### src/sv/gcb_pkg.sv
// ----------------------------------------------------------------------------
// gcb_pkg: shared types and constants of the grid cell binning unit
// Field widths, register codes, reset values, queue entry layout and the
// per-axis span classification shared by the front and the back.
// ----------------------------------------------------------------------------
package gcb_pkg;

  localparam int COORD_W = 24;
  localparam int SIZE_W  = COORD_W - 1;
  localparam int THR_W   = COORD_W + 3;
  localparam int ID_W    = 16;
  localparam int CIDX_W  = 6;
  localparam int AXIS_W  = 2;
  localparam int CNT_W   = 3 * AXIS_W;
  localparam int QDEPTH  = 4;
  localparam int QPTR_W  = $clog2(QDEPTH);
  localparam int ADDR_W  = 5;
  localparam int DATA_W  = 32;
  localparam int RIDX_W  = 3;

  typedef enum logic [RIDX_W-1:0] {
    REG_ORIGIN_X    = 3'd0,
    REG_ORIGIN_Y    = 3'd1,
    REG_ORIGIN_Z    = 3'd2,
    REG_CELL_WIDTH  = 3'd3,
    REG_CELL_HEIGHT = 3'd4,
    REG_CELL_DEPTH  = 3'd5,
    REG_CELL_COUNTS = 3'd6
  } reg_idx_e;

  localparam logic [COORD_W-1:0] ORIGIN_X_RST    = COORD_W'(-524288);
  localparam logic [COORD_W-1:0] ORIGIN_Y_RST    = COORD_W'(-524288);
  localparam logic [COORD_W-1:0] ORIGIN_Z_RST    = COORD_W'(-128);
  localparam logic [SIZE_W-1:0]  CELL_WIDTH_RST  = SIZE_W'(256000);
  localparam logic [SIZE_W-1:0]  CELL_HEIGHT_RST = SIZE_W'(256000);
  localparam logic [SIZE_W-1:0]  CELL_DEPTH_RST  = SIZE_W'(256);
  localparam logic [CNT_W-1:0]   CELL_COUNTS_RST = CNT_W'(15);

  // Grid corner plus -1, 1, 2, 3 and 4 cell sizes along one axis.
  typedef struct packed {
    logic signed [THR_W-1:0] t_neg;
    logic signed [THR_W-1:0] t1;
    logic signed [THR_W-1:0] t2;
    logic signed [THR_W-1:0] t3;
    logic signed [THR_W-1:0] t4;
  } axis_thr_t;

  typedef struct packed {
    axis_thr_t          x;
    axis_thr_t          y;
    axis_thr_t          z;
    logic [CNT_W-1:0]   counts;
  } grid_cfg_t;

  typedef struct packed {
    logic [AXIS_W-1:0] lo;
    logic [AXIS_W-1:0] hi;
    logic              none;
  } axis_span_t;

  typedef struct packed {
    logic [ID_W-1:0]   id;
    logic [AXIS_W-1:0] x0;
    logic [AXIS_W-1:0] x1;
    logic [AXIS_W-1:0] y0;
    logic [AXIS_W-1:0] y1;
    logic [AXIS_W-1:0] z0;
    logic [AXIS_W-1:0] z1;
    logic [AXIS_W-1:0] cx_m1;
    logic [AXIS_W-1:0] cy_m1;
  } bin_entry_t;

  // The quotient only matters up to 4 cells, so the division reduces to
  // comparisons against precomputed multiples of the cell size.
  function automatic axis_span_t axis_span(input logic [COORD_W-1:0] lo_c,
                                           input logic [COORD_W-1:0] hi_c,
                                           input axis_thr_t          thr,
                                           input logic [AXIS_W-1:0]  cnt_m1);
    logic signed [THR_W-1:0] lo_e;
    logic signed [THR_W-1:0] hi_e;
    logic [2:0]              lo_n;
    logic [2:0]              hi_n;
    logic                    hi_neg;
    axis_span_t              s;
    lo_e   = signed'({{(THR_W-COORD_W){lo_c[COORD_W-1]}}, lo_c});
    hi_e   = signed'({{(THR_W-COORD_W){hi_c[COORD_W-1]}}, hi_c});
    lo_n   = 3'(lo_e >= thr.t1) + 3'(lo_e >= thr.t2) + 3'(lo_e >= thr.t3)
           + 3'(lo_e >= thr.t4);
    hi_n   = 3'(hi_e >= thr.t1) + 3'(hi_e >= thr.t2) + 3'(hi_e >= thr.t3)
           + 3'(hi_e >= thr.t4);
    hi_neg = (hi_e <= thr.t_neg);
    s.lo   = lo_n[AXIS_W-1:0];
    s.hi   = (hi_n > {1'b0, cnt_m1}) ? cnt_m1 : hi_n[AXIS_W-1:0];
    s.none = lo_n[2] || hi_neg || (s.lo > s.hi);
    return s;
  endfunction

endpackage

### src/sv/gcb_cfg.sv
// ----------------------------------------------------------------------------
// gcb_cfg: configuration registers
// APB-style register file holding the grid origin, cell sizes and counts,
// and registered per-axis comparison thresholds derived from them.
// ----------------------------------------------------------------------------
module gcb_cfg (
  input  logic                          clk_i,
  input  logic                          rst_ni,
  input  logic                          psel,
  input  logic                          penable,
  input  logic                          pwrite,
  input  logic [gcb_pkg::ADDR_W-1:0]    paddr,
  input  logic [gcb_pkg::DATA_W-1:0]    pwdata,
  output logic [gcb_pkg::DATA_W-1:0]    prdata,
  output gcb_pkg::grid_cfg_t            cfg_o
);

  localparam int CW = gcb_pkg::COORD_W;
  localparam int SW = gcb_pkg::SIZE_W;

  logic [CW-1:0]               origin_x_q, origin_y_q, origin_z_q;
  logic [SW-1:0]               width_q, height_q, depth_q;
  logic [SW+1:0]               width3_q, height3_q, depth3_q;
  logic [gcb_pkg::CNT_W-1:0]   counts_q;
  gcb_pkg::axis_thr_t          thr_x_q, thr_y_q, thr_z_q;

  logic                        wr_en;
  gcb_pkg::reg_idx_e           widx;
  logic [SW-1:0]               wsize;
  logic [SW-1:0]               wsize_eff;
  logic [SW+1:0]               wsize3;

  function automatic logic [SW-1:0] eff_size(input logic [SW-1:0] s);
    return (s == '0) ? SW'(1) : s;
  endfunction

  function automatic gcb_pkg::axis_thr_t axis_thr(input logic [CW-1:0] org,
                                                  input logic [SW-1:0] size,
                                                  input logic [SW+1:0] size3);
    logic signed [gcb_pkg::THR_W-1:0] o;
    logic [SW-1:0]                    e;
    gcb_pkg::axis_thr_t               t;
    o       = signed'({{(gcb_pkg::THR_W-CW){org[CW-1]}}, org});
    e       = eff_size(size);
    t.t_neg = o - signed'(gcb_pkg::THR_W'(e));
    t.t1    = o + signed'(gcb_pkg::THR_W'(e));
    t.t2    = o + signed'(gcb_pkg::THR_W'({e, 1'b0}));
    t.t3    = o + signed'(gcb_pkg::THR_W'(size3));
    t.t4    = o + signed'(gcb_pkg::THR_W'({e, 2'b00}));
    return t;
  endfunction

  assign wr_en     = psel && penable && pwrite;
  assign widx      = gcb_pkg::reg_idx_e'(paddr[gcb_pkg::ADDR_W-1:2]);
  assign wsize     = pwdata[SW-1:0];
  assign wsize_eff = eff_size(wsize);
  // Three times the size is formed at write time so the threshold path is one add.
  assign wsize3    = (SW+2)'(wsize_eff) + (SW+2)'({wsize_eff, 1'b0});

  always_ff @(posedge clk_i or negedge rst_ni) begin
    if (!rst_ni) begin
      origin_x_q <= gcb_pkg::ORIGIN_X_RST;
      origin_y_q <= gcb_pkg::ORIGIN_Y_RST;
      origin_z_q <= gcb_pkg::ORIGIN_Z_RST;
      width_q    <= gcb_pkg::CELL_WIDTH_RST;
      height_q   <= gcb_pkg::CELL_HEIGHT_RST;
      depth_q    <= gcb_pkg::CELL_DEPTH_RST;
      width3_q   <= (SW+2)'(3 * 256000);
      height3_q  <= (SW+2)'(3 * 256000);
      depth3_q   <= (SW+2)'(3 * 256);
      counts_q   <= gcb_pkg::CELL_COUNTS_RST;
    end else if (wr_en) begin
      case (widx)
        gcb_pkg::REG_ORIGIN_X:    origin_x_q <= pwdata[CW-1:0];
        gcb_pkg::REG_ORIGIN_Y:    origin_y_q <= pwdata[CW-1:0];
        gcb_pkg::REG_ORIGIN_Z:    origin_z_q <= pwdata[CW-1:0];
        gcb_pkg::REG_CELL_WIDTH: begin
          width_q  <= wsize;
          width3_q <= wsize3;
        end
        gcb_pkg::REG_CELL_HEIGHT: begin
          height_q  <= wsize;
          height3_q <= wsize3;
        end
        gcb_pkg::REG_CELL_DEPTH: begin
          depth_q  <= wsize;
          depth3_q <= wsize3;
        end
        gcb_pkg::REG_CELL_COUNTS: counts_q <= pwdata[gcb_pkg::CNT_W-1:0];
        default: ;
      endcase
    end
  end

  // Refreshed every cycle; a beat accepted right after a write is compared
  // once its box is registered, by which time these hold the new values.
  always_ff @(posedge clk_i) begin
    thr_x_q <= axis_thr(origin_x_q, width_q, width3_q);
    thr_y_q <= axis_thr(origin_y_q, height_q, height3_q);
    thr_z_q <= axis_thr(origin_z_q, depth_q, depth3_q);
  end

  always_comb begin
    case (widx)
      gcb_pkg::REG_ORIGIN_X:    prdata = {{(gcb_pkg::DATA_W-CW){origin_x_q[CW-1]}}, origin_x_q};
      gcb_pkg::REG_ORIGIN_Y:    prdata = {{(gcb_pkg::DATA_W-CW){origin_y_q[CW-1]}}, origin_y_q};
      gcb_pkg::REG_ORIGIN_Z:    prdata = {{(gcb_pkg::DATA_W-CW){origin_z_q[CW-1]}}, origin_z_q};
      gcb_pkg::REG_CELL_WIDTH:  prdata = gcb_pkg::DATA_W'(width_q);
      gcb_pkg::REG_CELL_HEIGHT: prdata = gcb_pkg::DATA_W'(height_q);
      gcb_pkg::REG_CELL_DEPTH:  prdata = gcb_pkg::DATA_W'(depth_q);
      gcb_pkg::REG_CELL_COUNTS: prdata = gcb_pkg::DATA_W'(counts_q);
      default:                  prdata = '0;
    endcase
  end

  assign cfg_o.x      = thr_x_q;
  assign cfg_o.y      = thr_y_q;
  assign cfg_o.z      = thr_z_q;
  assign cfg_o.counts = counts_q;

endmodule

### src/sv/gcb_front.sv
// ----------------------------------------------------------------------------
// gcb_front: input stage and classification
// Registers each box, turns its corners into clamped cell ranges per axis,
// drops boxes that cover no cell and pushes the rest into the queue.
// ----------------------------------------------------------------------------
module gcb_front (
  input  logic                          clk_i,
  input  logic                          rst_ni,
  input  logic                          in_valid_i,
  output logic                          in_ready_o,
  input  logic [gcb_pkg::ID_W-1:0]      collider_id_i,
  input  logic [gcb_pkg::COORD_W-1:0]   box_min_x_i,
  input  logic [gcb_pkg::COORD_W-1:0]   box_min_y_i,
  input  logic [gcb_pkg::COORD_W-1:0]   box_min_z_i,
  input  logic [gcb_pkg::COORD_W-1:0]   box_max_x_i,
  input  logic [gcb_pkg::COORD_W-1:0]   box_max_y_i,
  input  logic [gcb_pkg::COORD_W-1:0]   box_max_z_i,
  input  gcb_pkg::grid_cfg_t            cfg_i,
  input  logic                          q_full_i,
  output logic                          push_o,
  output gcb_pkg::bin_entry_t           entry_o
);

  localparam int CW = gcb_pkg::COORD_W;
  localparam int AW = gcb_pkg::AXIS_W;

  logic                       valid_q, valid_d;
  logic [gcb_pkg::ID_W-1:0]   id_q;
  logic [CW-1:0]              min_x_q, min_y_q, min_z_q;
  logic [CW-1:0]              max_x_q, max_y_q, max_z_q;
  gcb_pkg::axis_span_t        span_x, span_y, span_z;
  logic                       none;
  logic                       go;
  logic                       take;

  assign span_x = gcb_pkg::axis_span(min_x_q, max_x_q, cfg_i.x, cfg_i.counts[AW-1:0]);
  assign span_y = gcb_pkg::axis_span(min_y_q, max_y_q, cfg_i.y, cfg_i.counts[2*AW-1:AW]);
  assign span_z = gcb_pkg::axis_span(min_z_q, max_z_q, cfg_i.z, cfg_i.counts[3*AW-1:2*AW]);
  assign none   = span_x.none || span_y.none || span_z.none;

  // A box that covers no cell leaves without a queue slot.
  assign go         = valid_q && (none || !q_full_i);
  assign push_o     = valid_q && !none && !q_full_i;
  assign in_ready_o = !valid_q || go;
  assign take       = in_valid_i && in_ready_o;

  always_comb begin
    valid_d = valid_q;
    if (take) begin
      valid_d = 1'b1;
    end else if (go) begin
      valid_d = 1'b0;
    end
  end

  always_ff @(posedge clk_i or negedge rst_ni) begin
    if (!rst_ni) begin
      valid_q <= 1'b0;
    end else begin
      valid_q <= valid_d;
    end
  end

  always_ff @(posedge clk_i) begin
    if (take) begin
      id_q    <= collider_id_i;
      min_x_q <= box_min_x_i;
      min_y_q <= box_min_y_i;
      min_z_q <= box_min_z_i;
      max_x_q <= box_max_x_i;
      max_y_q <= box_max_y_i;
      max_z_q <= box_max_z_i;
    end
  end

  assign entry_o.id    = id_q;
  assign entry_o.x0    = span_x.lo;
  assign entry_o.x1    = span_x.hi;
  assign entry_o.y0    = span_y.lo;
  assign entry_o.y1    = span_y.hi;
  assign entry_o.z0    = span_z.lo;
  assign entry_o.z1    = span_z.hi;
  assign entry_o.cx_m1 = cfg_i.counts[AW-1:0];
  assign entry_o.cy_m1 = cfg_i.counts[2*AW-1:AW];

endmodule

### src/sv/gcb_fifo.sv
// ----------------------------------------------------------------------------
// gcb_fifo: classified box queue
// Small register queue between the front and the back so that each side
// can stall without holding up the other.
// ----------------------------------------------------------------------------
module gcb_fifo (
  input  logic                  clk_i,
  input  logic                  rst_ni,
  input  logic                  push_i,
  input  gcb_pkg::bin_entry_t   entry_i,
  output logic                  full_o,
  input  logic                  pop_i,
  output logic                  valid_o,
  output gcb_pkg::bin_entry_t   head_o
);

  localparam int PW = gcb_pkg::QPTR_W;

  gcb_pkg::bin_entry_t   mem_q [gcb_pkg::QDEPTH];
  logic [PW-1:0]         wr_ptr_q, rd_ptr_q;
  logic [PW:0]           cnt_q, cnt_d;
  logic                  do_push, do_pop;

  assign full_o  = (cnt_q == (PW+1)'(gcb_pkg::QDEPTH));
  assign valid_o = (cnt_q != '0);
  assign head_o  = mem_q[rd_ptr_q];
  assign do_push = push_i && !full_o;
  assign do_pop  = pop_i && valid_o;

  always_comb begin
    cnt_d = cnt_q;
    if (do_push && !do_pop) begin
      cnt_d = cnt_q + 1'b1;
    end else if (do_pop && !do_push) begin
      cnt_d = cnt_q - 1'b1;
    end
  end

  always_ff @(posedge clk_i or negedge rst_ni) begin
    if (!rst_ni) begin
      wr_ptr_q <= '0;
      rd_ptr_q <= '0;
      cnt_q    <= '0;
    end else begin
      cnt_q <= cnt_d;
      if (do_push) begin
        wr_ptr_q <= wr_ptr_q + 1'b1;
      end
      if (do_pop) begin
        rd_ptr_q <= rd_ptr_q + 1'b1;
      end
    end
  end

  always_ff @(posedge clk_i) begin
    if (do_push) begin
      mem_q[wr_ptr_q] <= entry_i;
    end
  end

endmodule

### src/sv/gcb_back.sv
// ----------------------------------------------------------------------------
// gcb_back: cell enumerator
// Walks the cell range of the box at the queue head, x fastest, then y,
// then z, and places one cell beat per cycle into the output register while the receiver takes them.
// ----------------------------------------------------------------------------
module gcb_back (
  input  logic                          clk_i,
  input  logic                          rst_ni,
  input  logic                          head_valid_i,
  input  gcb_pkg::bin_entry_t           head_i,
  output logic                          pop_o,
  output logic                          out_valid_o,
  input  logic                          out_ready_i,
  output logic [gcb_pkg::ID_W-1:0]      owner_id_o,
  output logic [gcb_pkg::CIDX_W-1:0]    cell_index_o,
  output logic                          last_cell_o
);

  localparam int AW = gcb_pkg::AXIS_W;

  logic                         started_q, started_d;
  logic [AW-1:0]                x_q, y_q, z_q;
  logic [AW-1:0]                x_d, y_d, z_d;
  logic [AW-1:0]                cur_x, cur_y, cur_z;
  logic                         out_valid_q, out_valid_d;
  logic [gcb_pkg::ID_W-1:0]     owner_q;
  logic [gcb_pkg::CIDX_W-1:0]   index_q, index_d;
  logic                         last_q;
  logic                         adv, last;
  logic [AW:0]                  cx, cy;
  logic [2*AW:0]                cxy;
  logic [3*AW+1:0]              sum;

  // The first cell of a box starts at its lower corner straight from the head.
  assign cur_x = started_q ? x_q : head_i.x0;
  assign cur_y = started_q ? y_q : head_i.y0;
  assign cur_z = started_q ? z_q : head_i.z0;

  assign adv   = head_valid_i && (!out_valid_q || out_ready_i);
  assign last  = (cur_x == head_i.x1) && (cur_y == head_i.y1) && (cur_z == head_i.z1);
  assign pop_o = adv && last;

  assign cx      = {1'b0, head_i.cx_m1} + 1'b1;
  assign cy      = {1'b0, head_i.cy_m1} + 1'b1;
  assign cxy     = (2*AW+1)'(cx) * (2*AW+1)'(cy);
  assign sum     = (3*AW+2)'(cur_z) * (3*AW+2)'(cxy)
                 + (3*AW+2)'(cur_y) * (3*AW+2)'(cx)
                 + (3*AW+2)'(cur_x);
  assign index_d = sum[gcb_pkg::CIDX_W-1:0];

  always_comb begin
    x_d = cur_x;
    y_d = cur_y;
    z_d = cur_z;
    if (cur_x != head_i.x1) begin
      x_d = cur_x + 1'b1;
    end else begin
      x_d = head_i.x0;
      if (cur_y != head_i.y1) begin
        y_d = cur_y + 1'b1;
      end else begin
        y_d = head_i.y0;
        z_d = cur_z + 1'b1;
      end
    end
  end

  always_comb begin
    started_d   = started_q;
    out_valid_d = out_valid_q;
    if (adv) begin
      started_d   = !last;
      out_valid_d = 1'b1;
    end else if (out_ready_i) begin
      out_valid_d = 1'b0;
    end
  end

  always_ff @(posedge clk_i or negedge rst_ni) begin
    if (!rst_ni) begin
      started_q   <= 1'b0;
      out_valid_q <= 1'b0;
    end else begin
      started_q   <= started_d;
      out_valid_q <= out_valid_d;
    end
  end

  always_ff @(posedge clk_i) begin
    if (adv) begin
      x_q     <= x_d;
      y_q     <= y_d;
      z_q     <= z_d;
      owner_q <= head_i.id;
      index_q <= index_d;
      last_q  <= last;
    end
  end

  assign out_valid_o  = out_valid_q;
  assign owner_id_o   = owner_q;
  assign cell_index_o = index_q;
  assign last_cell_o  = last_q;

endmodule

### src/sv/grid_cell_binning_unit.sv
// ----------------------------------------------------------------------------
// grid_cell_binning_unit: uniform grid broad-phase binning
// A collider box beat goes in on the input channel; one beat per overlapped
// grid cell comes out, carrying the collider id, the linear cell index
// (z*cx*cy + y*cx + x, x fastest) and a flag on the last cell of the box.
// A box that overlaps no cell produces no output beat at all.
// The grid origin, cell sizes and cell counts sit in APB registers at byte
// offsets 0x00 to 0x18; write them only while no box is in flight.
// Path: an accepted box is held in the front's input register and then in
// the queue; its first cell beat comes out of the enumerator's output register.
// Throughput: the output register takes one cell beat per cycle while the
// receiver is ready, so the enumerator spends one beat on each cell a box covers;
// the front takes a new box every cycle while the four-entry queue has room.
// A stalled receiver holds the output beat; the enumerator and then the queue
// and the front fill up behind it and in_ready_o falls only when all are full.
// Reset empties the pipeline and loads the default grid of 4 x 4 x 1 cells.
// ----------------------------------------------------------------------------
module grid_cell_binning_unit (
  input  logic                          clk_i,
  input  logic                          rst_ni,
  input  logic                          psel,
  input  logic                          penable,
  input  logic                          pwrite,
  input  logic [gcb_pkg::ADDR_W-1:0]    paddr,
  input  logic [gcb_pkg::DATA_W-1:0]    pwdata,
  output logic [gcb_pkg::DATA_W-1:0]    prdata,
  output logic                          pready,
  input  logic                          in_valid_i,
  output logic                          in_ready_o,
  input  logic [gcb_pkg::ID_W-1:0]      collider_id_i,
  input  logic [gcb_pkg::COORD_W-1:0]   box_min_x_i,
  input  logic [gcb_pkg::COORD_W-1:0]   box_min_y_i,
  input  logic [gcb_pkg::COORD_W-1:0]   box_min_z_i,
  input  logic [gcb_pkg::COORD_W-1:0]   box_max_x_i,
  input  logic [gcb_pkg::COORD_W-1:0]   box_max_y_i,
  input  logic [gcb_pkg::COORD_W-1:0]   box_max_z_i,
  output logic                          out_valid_o,
  input  logic                          out_ready_i,
  output logic [gcb_pkg::ID_W-1:0]      owner_id_o,
  output logic [gcb_pkg::CIDX_W-1:0]    cell_index_o,
  output logic                          last_cell_o
);

  gcb_pkg::grid_cfg_t    cfg;
  gcb_pkg::bin_entry_t   push_entry;
  gcb_pkg::bin_entry_t   head;
  logic                  push;
  logic                  q_full;
  logic                  q_valid;
  logic                  pop;

  assign pready = 1'b1;

  gcb_cfg u_cfg (
    .clk_i   (clk_i),
    .rst_ni  (rst_ni),
    .psel    (psel),
    .penable (penable),
    .pwrite  (pwrite),
    .paddr   (paddr),
    .pwdata  (pwdata),
    .prdata  (prdata),
    .cfg_o   (cfg)
  );

  gcb_front u_front (
    .clk_i         (clk_i),
    .rst_ni        (rst_ni),
    .in_valid_i    (in_valid_i),
    .in_ready_o    (in_ready_o),
    .collider_id_i (collider_id_i),
    .box_min_x_i   (box_min_x_i),
    .box_min_y_i   (box_min_y_i),
    .box_min_z_i   (box_min_z_i),
    .box_max_x_i   (box_max_x_i),
    .box_max_y_i   (box_max_y_i),
    .box_max_z_i   (box_max_z_i),
    .cfg_i         (cfg),
    .q_full_i      (q_full),
    .push_o        (push),
    .entry_o       (push_entry)
  );

  gcb_fifo u_fifo (
    .clk_i   (clk_i),
    .rst_ni  (rst_ni),
    .push_i  (push),
    .entry_i (push_entry),
    .full_o  (q_full),
    .pop_i   (pop),
    .valid_o (q_valid),
    .head_o  (head)
  );

  gcb_back u_back (
    .clk_i        (clk_i),
    .rst_ni       (rst_ni),
    .head_valid_i (q_valid),
    .head_i       (head),
    .pop_o        (pop),
    .out_valid_o  (out_valid_o),
    .out_ready_i  (out_ready_i),
    .owner_id_o   (owner_id_o),
    .cell_index_o (cell_index_o),
    .last_cell_o  (last_cell_o)
  );

endmodule
### config.mk
export PLATFORM = sky130hd
export DESIGN_NAME = grid_cell_binning_unit
export DESIGN_NICKNAME = d
export VERILOG_FILES = /design/src/sv/gcb_pkg.sv /design/src/sv/gcb_cfg.sv /design/src/sv/gcb_front.sv /design/src/sv/gcb_fifo.sv /design/src/sv/gcb_back.sv /design/src/sv/grid_cell_binning_unit.sv
export SDC_FILE = /design/constraint.sdc
export NUM_CORES = 2
export LEC_CHECK = 0
export ABC_CLOCK_PERIOD_IN_PS = 12200
export BUFFER_PORTS_ARGS = -buffer_cell sky130_fd_sc_hd__buf_4
export CORE_AREA = 3 3 425 343
export CTS_CLUSTER_SIZE = 24
export DETAILED_ROUTE_END_ITERATION = 7
export DIE_AREA = 0 0 428 346
export PLACE_DENSITY = 0.6
export SYNTH_ARGS = -nofsm -noshare
export SYNTH_HDL_FRONTEND = slang
export SYNTH_SLANG_ARGS = --single-unit
### constraint.sdc
create_clock -name clk_i -period 12.2 [get_ports clk_i]
set_input_delay 1.22 -clock clk_i [delete_from_list [all_inputs] [get_ports clk_i]]
set_output_delay 1.22 -clock clk_i [all_outputs]
set_load 0.005 [all_outputs]
==> flow_summary.json <==
{
  "synthSimpleGateAreaFrac_pct": 11.6,
  "final_cell_mix": "ha_1 (1110), inv_1 (671), a21oi_1 (481)",
  "fin_setup_tns_ns": 0,
  "min_path_type": "in -> async",
  "io_pins": 262,
  "fin_util_pct": 49.8,
  "nets": 8074,
  "numPlacedInstances": 8508,
  "antenna_found_initial": 16,
  "initial_utilization_pct": 44.7,
  "postCtsSetupBuffers": 0,
  "fmax_mhz": 98.1,
  "reg2reg_from": "u_front.max_z_q[23]",
  "drtAntennaViolNets": 0,
  "synth_edf_count": 317,
  "avgSynthCellArea_sq_um": 9.70,
  "fin_crit_sh_pct": 83.6,
  "vias": 49331,
  "fp.dieArea_sq_mm": 0.148,
  "power_leakage_nw": 33.5,
  "first_global_vias": 47678,
  "setup_viol": 0,
  "rows": 124,
  "cts_sinks": 933,
  "synth-xor-area-share_pct": 4.87,
  "cts_hold_buffers": 0,
  "syn-instance-count": 6549,
  "ys_seq_area_share_pct": 36.3,
  "violations": "DRC",
  "cts.path.max_buffers": 3,
  "required_ns": 10.98,
  "grt_pass1_wl_um": 303000,
  "grt_usage_pct": 27.2,
  "synthToLayoutAreaGrowth_pct": 11.5,
  "finalHoldViolations": 0,
  "synth_cell_type_count": 83,
  "wl_per_cell_um": 23.7,
  "drv_slew": 0,
  "synthAdderAreaFrac_pct": 23.0,
  "netlist_area_sq_mm": 0.0635,
  "clk_latency_ns": 0.76,
  "cts_buffers": 104,
  "cp-startpoint": "u_front.max_z_q[23]",
  "overflow": 0,
  "firstDrtPassIters": 8,
  "vias_per_cell": 5.66,
  "ys.flop_type": "dfxtp_1",
  "postSynth.asyncResetShare_pct": 24.9,
  "max_cap_viol_count": 0,
  "cts_tree": "yes",
  "grt_setup_unrepaired": "false",
  "skew_ns": 0.0459,
  "setup.worst_path.start_class": "register",
  "path_clk_slew_ns": 0.06,
  "dp.final_hpwl_um": 166000,
  "drive_gt1_share_pct": 9.82,
  "port_buffers": 250,
  "die_h_um": 346,
  "period_needed_ns": 10.20,
  "crit_path_top_delay_cell": "nor4_1",
  "worstPathArrival_ns": 8.98,
  "synthMuxAreaShare_pct": 2.84,
  "fillers": 13121,
  "status": "complete, but fails checks",
  "synth-seq-cells": 933,
  "drc": 15,
  "relSlewSlack_pct": 2.08,
  "grt_max_degree": 169,
  "syn_nets": 7899,
  "p_per_area_mw_per_mm2": 250,
  "cts_resized": 0,
  "irDropWorstVdd_mv": 0.177,
  "root_buffer": "clkbuf_16",
  "synth_top_family_by_area": "adder cells",
  "crit_fanout": 15,
  "gp_congestion": 0.956,
  "synth_compound_area_share_pct": 16.1,
  "stdcell_count": 8715,
  "yosysWarningCount": 0,
  "critPathCaptureType": "output pin",
  "worstMarginPinSlew_ns": 1.46,
  "layout_commonest_cell": "ha_1",
  "wirelength_um": 206000,
  "path_class": "reg -> out",
  "initialDrtViolationCount": 4234,
  "die_x_um": 428,
  "h-tree-depth": 3,
  "fp.coreArea_sq_mm": 0.142,
  "max_stage_delay_ns": 1.11
}
## layer usage
| metal | vias up | share of wire, % | GRT usage, % | wire, um |
|---|---|---|---|---|
| met3 | 302 | 7.3 | 5.51 | 15100 |
| li1 | 23779 | - | - | - |
| met1 | 23720 | 47 | 38.9 | 96500 |
| met2 | 1530 | 42 | 40.7 | 87000 |
| met4 | 0 | 3.7 | 9.60 | 7620 |
| met5 | - | 0 | 0 | 0 |
## cells by family after synthesis
logic type | Yosys count
compound gates | 1621
simple gates | 1484
fa+ha+maj | 1146
flops | 933
buf+inv | 883
xor+xnor | 352
mux | 129
other cells | 1
## per-stage QoR
step | setup slack, ns | hold slack (ns) | power, mW | instance area [sq um]
after floorplan | 3.13 | 0.415 | 11.3 | 63500
after global placement | 2.97 | 0.451 | 14.1 | 67200
after detailed placement | 2.89 | 0.452 | 14.3 | 67200
after CTS | 2.02 | 0.433 | 17.7 | 70800
after global routing | 1.53 | 0.459 | 19.1 | 70800
final | 2.00 | 0.462 | 17.7 | 70800
## synth_stat cells, drive strengths merged, types with 98 or more instances
| master | instances | area share [%] |
|---|---|---|
| nand3 | 111 | 0.87 |
| nor3 | 98 | 0.78 |
| ha | 1110 | 22 |
| a21o | 277 | 3.3 |
| nor2 | 309 | 1.8 |
| dfxtp | 384 | 12 |
| inv | 671 | 4.0 |
| nand2 | 387 | 2.3 |
| nand4 | 150 | 1.5 |
| edfxtp | 317 | 15 |
| xnor2 | 264 | 3.6 |
| a21oi | 483 | 3.8 |
| o21ai | 364 | 2.9 |
| dfrtp | 172 | 6.8 |
| clkbuf | 180 | 1.1 |
| nand2b | 106 | 1.0 |
| nor2b | 143 | 1.4 |
## worst paths after layout
check	cells past startpoint	slack (ns)	endpoint
hold / removal	1	0.46	u_cfg.depth3_q[7]
hold reg to reg	2	0.46	u_cfg.height3_q[11]
max in group asynchronous	2	10.30	u_fifo.rd_ptr_q[0]
min in group clk_i	2	0.46	u_cfg.height3_q[11]
setup / recovery	26	2.00	in_ready_o
setup reg to reg	28	2.93	u_fifo.mem_q[2][31]
## where the power goes
part	internal, mW	switching, mW
combinational	3.74	5.32
sequential	4.48	0.865
clock	1.91	1.40
total	10.1	7.58
## critical path: cells and delay by family (launching register included)
family | cells | cell delay (ns)
simple gates | 7 | 3.05
fa+ha+maj | 5 | 1.76
compound gates | 8 | 1.40
mux | 1 | 0.68
buf+inv | 5 | 0.67
flops | 1 | 0.66
## state kept, by name, indices dropped and copies added (netlist names), 3 cells and up
signal / flops
u_cfg.cfg_o: 384
u_fifo.mem_q: 128
u_cfg.depth3_q: 25
u_cfg.height3_q: 25
u_cfg.width3_q: 25
u_cfg.origin_x_q: 24
u_cfg.origin_y_q: 24
u_cfg.origin_z_q: 24
u_front.max_x_q: 24
u_front.max_y_q: 24
u_front.max_z_q: 24
u_front.min_x_q: 24
u_front.min_y_q: 24
u_front.min_z_q: 24
u_cfg.depth_q: 23
u_cfg.height_q: 23
u_cfg.width_q: 23
u_back.owner_id_o: 16
u_front.id_q: 16
u_back.cell_index_o: 6
u_cfg.counts_q: 6
u_fifo.cnt_q: 3
## cell type report
class	count	area, sq um	area share, %
multi-input combinational	4733	37100	52.4
sequential	933	23100	32.6
clock buffer	147	2990	4.22
inverter	671	2520	3.56
tap	1890	2360	3.34
timing repair buffer	281	2140	3.02
clock inverter	48	579	0.818
antenna	12	30.0	0.0424
Power figures use the tool's default switching activity.
